## src/rtl/core/xtsc_pkg.sv

```systemverilog
`timescale 1ns / 1ps
// ----------------------------------------------------------------------------
// xtsc_pkg
// Shared types and codes for the XML token structure checker: the token and
// event transactions, grammar phases and the controller/datapath interface.
// ----------------------------------------------------------------------------
package xtsc_pkg;

    localparam int DEFAULT_MAX_DEPTH = 16;
    localparam int OPEN_DEPTH_W      = 5;

    typedef enum logic [3:0] {
        TK_END      = 4'd0,
        TK_XMLDECL  = 4'd1,
        TK_DOCTYPE  = 4'd2,
        TK_COMMENT  = 4'd3,
        TK_STARTBRA = 4'd4,
        TK_ATTR     = 4'd5,
        TK_KET      = 4'd6,
        TK_EMPTYKET = 4'd7,
        TK_ENDBRA   = 4'd8,
        TK_TEXT     = 4'd9
    } tok_kind_t;

    typedef enum logic [2:0] {
        EV_START    = 3'd0,
        EV_ATTR     = 3'd1,
        EV_EMPTY    = 3'd2,
        EV_ENDTAG   = 3'd3,
        EV_COMMENT  = 3'd4,
        EV_TEXT     = 3'd5,
        EV_ERROR    = 3'd6,
        EV_FINISHED = 3'd7
    } evt_kind_t;

    typedef enum logic [2:0] {
        ER_EOF    = 3'd0,
        ER_START  = 3'd1,
        ER_KET    = 3'd2,
        ER_ENDTAG = 3'd3,
        ER_DEEP   = 3'd4
    } err_code_t;

    typedef enum logic [3:0] {
        PH_DECL    = 4'd0,
        PH_MISC1   = 4'd1,
        PH_MISC2   = 4'd2,
        PH_ROOT    = 4'd3,
        PH_TAG     = 4'd4,
        PH_CONTENT = 4'd5,
        PH_ENDKET  = 4'd6,
        PH_EPI     = 4'd7,
        PH_DONE    = 4'd8
    } phase_t;

    typedef enum logic [1:0] {
        DEPTH_HOLD = 2'd0,
        DEPTH_INC  = 2'd1,
        DEPTH_DEC  = 2'd2
    } depth_op_t;

    typedef struct packed {
        logic [3:0]  token_kind;
        logic [15:0] token_ref;
    } tok_t;

    typedef struct packed {
        logic [2:0]              event_kind;
        logic [2:0]              error_code;
        logic [15:0]             event_ref;
        logic [OPEN_DEPTH_W-1:0] open_depth;
        logic                    last_event;
    } evt_t;

    // controller -> datapath
    typedef struct packed {
        logic      use_held;
        logic      load_tok;
        depth_op_t depth_op;
        logic      ev_load;
        evt_kind_t ev_kind;
        err_code_t err_code;
        logic      ref_pass;
        logic      last;
    } dp_cmd_t;

    // datapath -> controller
    typedef struct packed {
        logic [3:0] kind;
        logic       depth_zero;
        logic       depth_le1;
        logic       depth_full;
        logic       out_free;
    } dp_stat_t;

endpackage

```

## src/rtl/core/xtsc_ctrl.sv

```systemverilog
`timescale 1ns / 1ps
// ----------------------------------------------------------------------------
// xtsc_ctrl
// Controller: grammar phase state machine and token hold flag. Works one
// grammar step per cycle when output is free; drives the datapath commands.
// ----------------------------------------------------------------------------
module xtsc_ctrl
    import xtsc_pkg::*;
(
    input  logic     clk,
    input  logic     rst_n,
    input  logic     tok_valid,
    output logic     tok_stall,
    output dp_cmd_t  cmd,
    input  dp_stat_t stat
);

    phase_t phase_reg;
    phase_t phase_next;
    logic   hold_reg;
    logic   hold_next;
    logic   fire;

    assign fire      = (hold_reg || tok_valid) && stat.out_free;
    assign tok_stall = hold_reg || !stat.out_free;

    always_ff @(posedge clk or negedge rst_n)
    begin
        if (!rst_n)
        begin
            phase_reg <= PH_DECL;
            hold_reg  <= 1'b0;
        end
        else
        begin
            phase_reg <= phase_next;
            hold_reg  <= hold_next;
        end
    end

    always_comb
    begin
        phase_t    ph;
        phase_t    nph;
        logic [3:0] k;
        logic      taken;
        logic      emit;
        depth_op_t dop;
        evt_kind_t ek;
        err_code_t ec;
        logic      pass;
        phase_t    parent_dec;
        phase_t    parent_now;

        k          = stat.kind;
        ph         = phase_reg;
        nph        = phase_reg;
        taken      = 1'b1;
        emit       = 1'b0;
        dop        = DEPTH_HOLD;
        ek         = EV_ERROR;
        ec         = ER_EOF;
        pass       = 1'b0;
        parent_dec = stat.depth_le1 ? PH_EPI : PH_CONTENT;
        parent_now = stat.depth_zero ? PH_EPI : PH_CONTENT;

        // fold the prolog steps that pass a token on without an event
        if (ph == PH_DECL && k != TK_XMLDECL)
            ph = PH_MISC1;
        if (ph == PH_MISC1 && k != TK_COMMENT && k != TK_DOCTYPE)
            ph = PH_ROOT;
        if (ph == PH_MISC2 && k != TK_COMMENT)
            ph = PH_ROOT;

        unique case (ph)
            PH_DECL:
                nph = PH_MISC1;
            PH_MISC1:
            begin
                if (k == TK_COMMENT)
                begin
                    emit = 1'b1; ek = EV_COMMENT; pass = 1'b1; nph = PH_MISC1;
                end
                else
                    nph = PH_MISC2;
            end
            PH_MISC2:
            begin
                emit = 1'b1; ek = EV_COMMENT; pass = 1'b1; nph = PH_MISC2;
            end
            PH_ROOT:
            begin
                emit = 1'b1;
                if (k == TK_STARTBRA)
                begin
                    if (stat.depth_full)
                    begin
                        ec = ER_DEEP; nph = PH_DONE;
                    end
                    else
                    begin
                        dop = DEPTH_INC; ek = EV_START; pass = 1'b1; nph = PH_TAG;
                    end
                end
                else
                begin
                    ec = ER_START; nph = PH_EPI; taken = 1'b0;
                end
            end
            PH_TAG:
            begin
                priority if (k == TK_ATTR)
                begin
                    emit = 1'b1; ek = EV_ATTR; pass = 1'b1;
                end
                else if (k == TK_KET)
                    nph = PH_CONTENT;
                else if (k == TK_EMPTYKET)
                begin
                    emit = 1'b1; ek = EV_EMPTY; dop = DEPTH_DEC; nph = parent_dec;
                end
                else
                begin
                    emit = 1'b1; ec = ER_KET; dop = DEPTH_DEC; nph = parent_dec;
                    taken = 1'b0;
                end
            end
            PH_CONTENT:
            begin
                emit = 1'b1;
                priority if (k == TK_COMMENT)
                begin
                    ek = EV_COMMENT; pass = 1'b1;
                end
                else if (k == TK_TEXT)
                begin
                    ek = EV_TEXT; pass = 1'b1;
                end
                else if (k == TK_STARTBRA)
                begin
                    if (stat.depth_full)
                    begin
                        ec = ER_DEEP; nph = PH_DONE;
                    end
                    else
                    begin
                        dop = DEPTH_INC; ek = EV_START; pass = 1'b1; nph = PH_TAG;
                    end
                end
                else if (k == TK_ENDBRA)
                begin
                    ek = EV_ENDTAG; dop = DEPTH_DEC; nph = PH_ENDKET;
                end
                else
                begin
                    ec = ER_ENDTAG; dop = DEPTH_DEC; nph = parent_dec; taken = 1'b0;
                end
            end
            PH_ENDKET:
            begin
                nph = parent_now;
                if (k != TK_KET)
                begin
                    emit = 1'b1; ec = ER_KET; taken = 1'b0;
                end
            end
            PH_EPI:
            begin
                emit = 1'b1;
                priority if (k == TK_COMMENT)
                begin
                    ek = EV_COMMENT; pass = 1'b1;
                end
                else if (k == TK_END)
                begin
                    ek = EV_FINISHED; nph = PH_DONE;
                end
                else
                begin
                    ec = ER_EOF; nph = PH_DONE;
                end
            end
            PH_DONE:
                nph = PH_DONE;
            default:
                nph = PH_DONE;
        endcase

        cmd.use_held = hold_reg;
        cmd.load_tok = tok_valid && !hold_reg;
        cmd.depth_op = fire ? dop : DEPTH_HOLD;
        cmd.ev_load  = fire && emit;
        cmd.ev_kind  = ek;
        cmd.err_code = ec;
        cmd.ref_pass = pass;
        // a step that hands the token on is always followed by another event
        cmd.last     = taken;

        phase_next = fire ? nph : phase_reg;
        hold_next  = fire ? !taken : hold_reg;
    end

`ifndef SYNTHESIS
    // a token is only handed on to a level that always produces an event
    assert property (@(posedge clk) disable iff (!rst_n)
        hold_reg |-> (phase_reg == PH_EPI || phase_reg == PH_CONTENT))
        else $error("held token in unexpected phase");

    assert property (@(posedge clk) disable iff (!rst_n)
        (fire && hold_reg) |-> cmd.ev_load)
        else $error("held token step produced no event");

    assert property (@(posedge clk) disable iff (!rst_n)
        (phase_reg == PH_TAG || phase_reg == PH_ENDKET) |-> !stat.depth_zero
        || phase_reg == PH_ENDKET)
        else $error("tag phase with no open element");

    assert property (@(posedge clk) disable iff (!rst_n)
        (phase_reg == PH_DONE) |=> (phase_reg == PH_DONE && !hold_reg))
        else $error("left finished phase");
`endif

endmodule

```

## config.mk

```make
export PLATFORM = sky130hd
export DESIGN_NAME = xtsc_ctrl
export DESIGN_NICKNAME = d
export VERILOG_FILES = /design/src/rtl/core/xtsc_pkg.sv /design/src/rtl/core/xtsc_ctrl.sv
export SDC_FILE = /design/constraint.sdc
export NUM_CORES = 1
export LEC_CHECK = 0
export ABC_AREA = 1
export BUFFER_PORTS_ARGS = -buffer_cell sky130_fd_sc_hd__buf_2
export CAP_MARGIN = 20
export CORE_UTILIZATION = 45
export CTS_BUF_LIST = sky130_fd_sc_hd__clkbuf_8 sky130_fd_sc_hd__clkbuf_16
export DETAILED_ROUTE_END_ITERATION = 6
export GPL_TIMING_DRIVEN = 0
export PLACE_DENSITY_LB_ADDON = 0.12
export SYNTH_ARGS = -nofsm -noshare
export SYNTH_HDL_FRONTEND = slang
export SYNTH_SLANG_ARGS = --single-unit
```

## constraint.sdc

```tcl
create_clock -name clk -period 1.55 [get_ports clk]
set_input_delay 0.155 -clock clk [delete_from_list [all_inputs] [get_ports clk]]
set_output_delay 0.155 -clock clk [all_outputs]
set_load 0.01 [all_outputs]
```

==> results.json <==
{
  "status": "finished, violations left",
  "violations": "negative setup slack",
  "path_cells": "inv_2 > nand2_4 > nor2_4 > nand2_4 > nand2_4 > buf_4 > nand4_1 > o21ai_1 > nand3b_1 > nand2_1 > inv_1 > buf_2",
  "numCtsBuffers": 3,
  "period_minus_slack_ns": 1.90,
  "hold_path.class": "primary input to async pin",
  "start_util": 0.487,
  "clkLatencyLatePin_ns": 0.22,
  "worst_slack_ns": -0.350,
  "cp-start-kind": "flip-flop",
  "area_delta_synth_final_pct": 51.9,
  "dieArea_um2": 2090,
  "synth_fp_nets": 178,
  "crit_slowest_cell": "dfrtp_2",
  "dp_hpwl_um": 1970,
  "syn_area_per_cell_um2": 5.14,
  "timing.critical_path.to_type": "output port",
  "finalMaxSlewViolations": 0,
  "port_buffers": 23,
  "preCtsSetupSlack_ns": -0.265,
  "die_h_um": 45.7,
  "synth.distinct_cells": 23,
  "ant_nets": 0,
  "rsz0062_at_grt": "yes",
  "cts_max_path_buffers": 2,
  "boundaryPins": 25,
  "cp_common_cell": "nand2_4",
  "drtIter0Drc": 36,
  "grt_pass1_wl_um": 4370,
  "synth-seq-area-share": 0.146,
  "criticalPathCategory": "flip-flop to output port",
  "cts_tree": "yes",
  "yosysMostFrequentCell": "nand2_1",
  "drc": 0,
  "skew_ns": 0.00234,
  "max_freq_mhz": 526,
  "ys_async_sr_fraction": 1.00,
  "syn_inst": 167,
  "dr.pass1.iters": 4,
  "fin_setup_tns_ns": -3.91,
  "grt_max_degree": 11,
  "hold_violations": 0,
  "setup_viol_count_final": 15,
  "cap_violations": 0,
  "r2r_slack_ns": -0.11,
  "synth_common_cells": "nand2_1 (57), nor2_1 (28), inv_1 (20)",
  "gp_congestion": 0.905,
  "cts_root_buf": "clkbuf_8",
  "via_per_inst": 5.22,
  "cp_max_fo": 5,
  "critPathRequiredTime_ns": 1.39,
  "totalPowerFinal_mw": 2.32,
  "ys_top_cells_by_area": "nand2_1 (25%), dfrtp_1 (15%), nor2_1 (12%), nand3_1 (9.3%), inv_1 (8.7%)",
  "num_rows": 15,
  "drive_above_1_share": 0.374,
  "p_per_area_nw_per_um2": 1780,
  "antenna_found_initial": 0,
  "wl_um": 2780,
  "wire_per_inst_um": 11.8,
  "instances_no_fill": 236,
  "grt.overflow.total": 0,
  "synth_top_area_share": 0.249,
  "period_share": 1.23,
  "path_clk_slew_ns": 0.04,
  "htreeDepth": 1,
  "yosysTopAreaCell": "nand2_1",
  "synth-seq-cells": 5,
  "first_global_vias": 1072,
  "synth_edf_count": 0,
  "synth_top_flop_cell": "dfrtp_1",
  "clock_sinks": 5,
  "max-vdd-ir-drop_mv": 1.35,
  "p_leak_nw": 0.750,
  "dp.cells": 215,
  "tightest_slew_ns": 0.649,
  "ys_warn_count": 0,
  "fp.dieW_um": 45.7,
  "antenna-diode-count": 0,
  "slew-limit-headroom": 0.563,
  "cp.arrival_ns": 1.75,
  "cpPeakStageDelay_ns": 0.43,
  "num-nets-final": 223,
  "core_region_area_um2": 1760,
  "num_vias": 1231,
  "track_usage": 0.283,
  "syn-cell-area_um2": 858,
  "largest_reg_flops": 4
}
## kinds of logic (layout without fill, tap and decap cells)
group	count (synthesis)	after routing	synth area share
buf+inv	30	74	0.138
flops	5	5	0.146
compound gates	15	15	0.111
simple gates	117	117	0.605
## per-layer routing
metal  track usage  part of all wire  wire, µm  vias to the layer above
met5             0                 0         0                        -
met4        0.0485            0.0029         8                        0
met3        0.0635             0.055       154                        2
met2         0.503              0.53      1470                       51
met1         0.349              0.41      1140                      559
li1              -                 -         -                      619
## power breakdown
group | switching, mW | internal [mW]
combinational | 1.04 | 0.784
sequential | 0.0699 | 0.199
clock | 0.0599 | 0.169
## cell type report
type | instances | area [µm²]
Inverter | 27 | 106
Fill cell | 164 | 460
Clock buffer | 3 | 41.3
Buffer | 3 | 20.0
Tap cell | 25 | 31.3
Sequential cell | 5 | 128
Clock inverter | 1 | 3.75
Timing Repair Buffer | 40 | 258
Multi-Input combinational cell | 132 | 716
## final timing paths
check	endpoint	from	cells past startpoint
min in group clk	phase_reg[1]	stat[3]	5
worst max-delay path	cmd[8]	phase_reg[3]	12
max in group asynchronous	phase_reg[2]	rst_n	2
worst min-delay path	hold_reg	rst_n	2
worst min register to register	phase_reg[2]	phase_reg[2]	2
worst max register to register	phase_reg[0]	phase_reg[3]	12
## stage by stage
stage,hold slack [ns],util,instance area (µm²)
final,0.282,0.739,1300
after global routing,0.316,0.739,1300
after CTS,0.285,0.694,1220
after detailed placement,-0.0250,0.578,1020
after global placement,-0.0300,0.578,1020
after floorplan,-0.141,-,873
## timing repair
| action | CTS | global route |
|---|---|---|
| gates resized for setup | 21 | 7 |
| hold buffers | 1 | 0 |
| endpoints found under the setup margin | 16 | 16 |
| hold endpoints to repair | 5 | 0 |
| pin swaps | 10 | 10 |
| buffers inserted | 9 | 7 |
## worst max-delay path, delay by kind of cell (launching register included)
family | cells | cell delay [ns]
simple gates | 7 | 0.64
flops | 1 | 0.43
compound gates | 1 | 0.11
buf+inv | 4 | 0.35
## layout by cell type, fill, tap and decap left out, drive strengths merged
cell,instances
o2111ai,1
nand4,6
a31oi,1
nand3b,2
dlygate4sd3,1
inv,28
nand3,18
nand2,58
o21ai,8
nor3,1
nor2,32
a32oi,1
buf,42
clkbuf,3
dfrtp,5
a21oi,4
(Power assumes the default switching activity.)
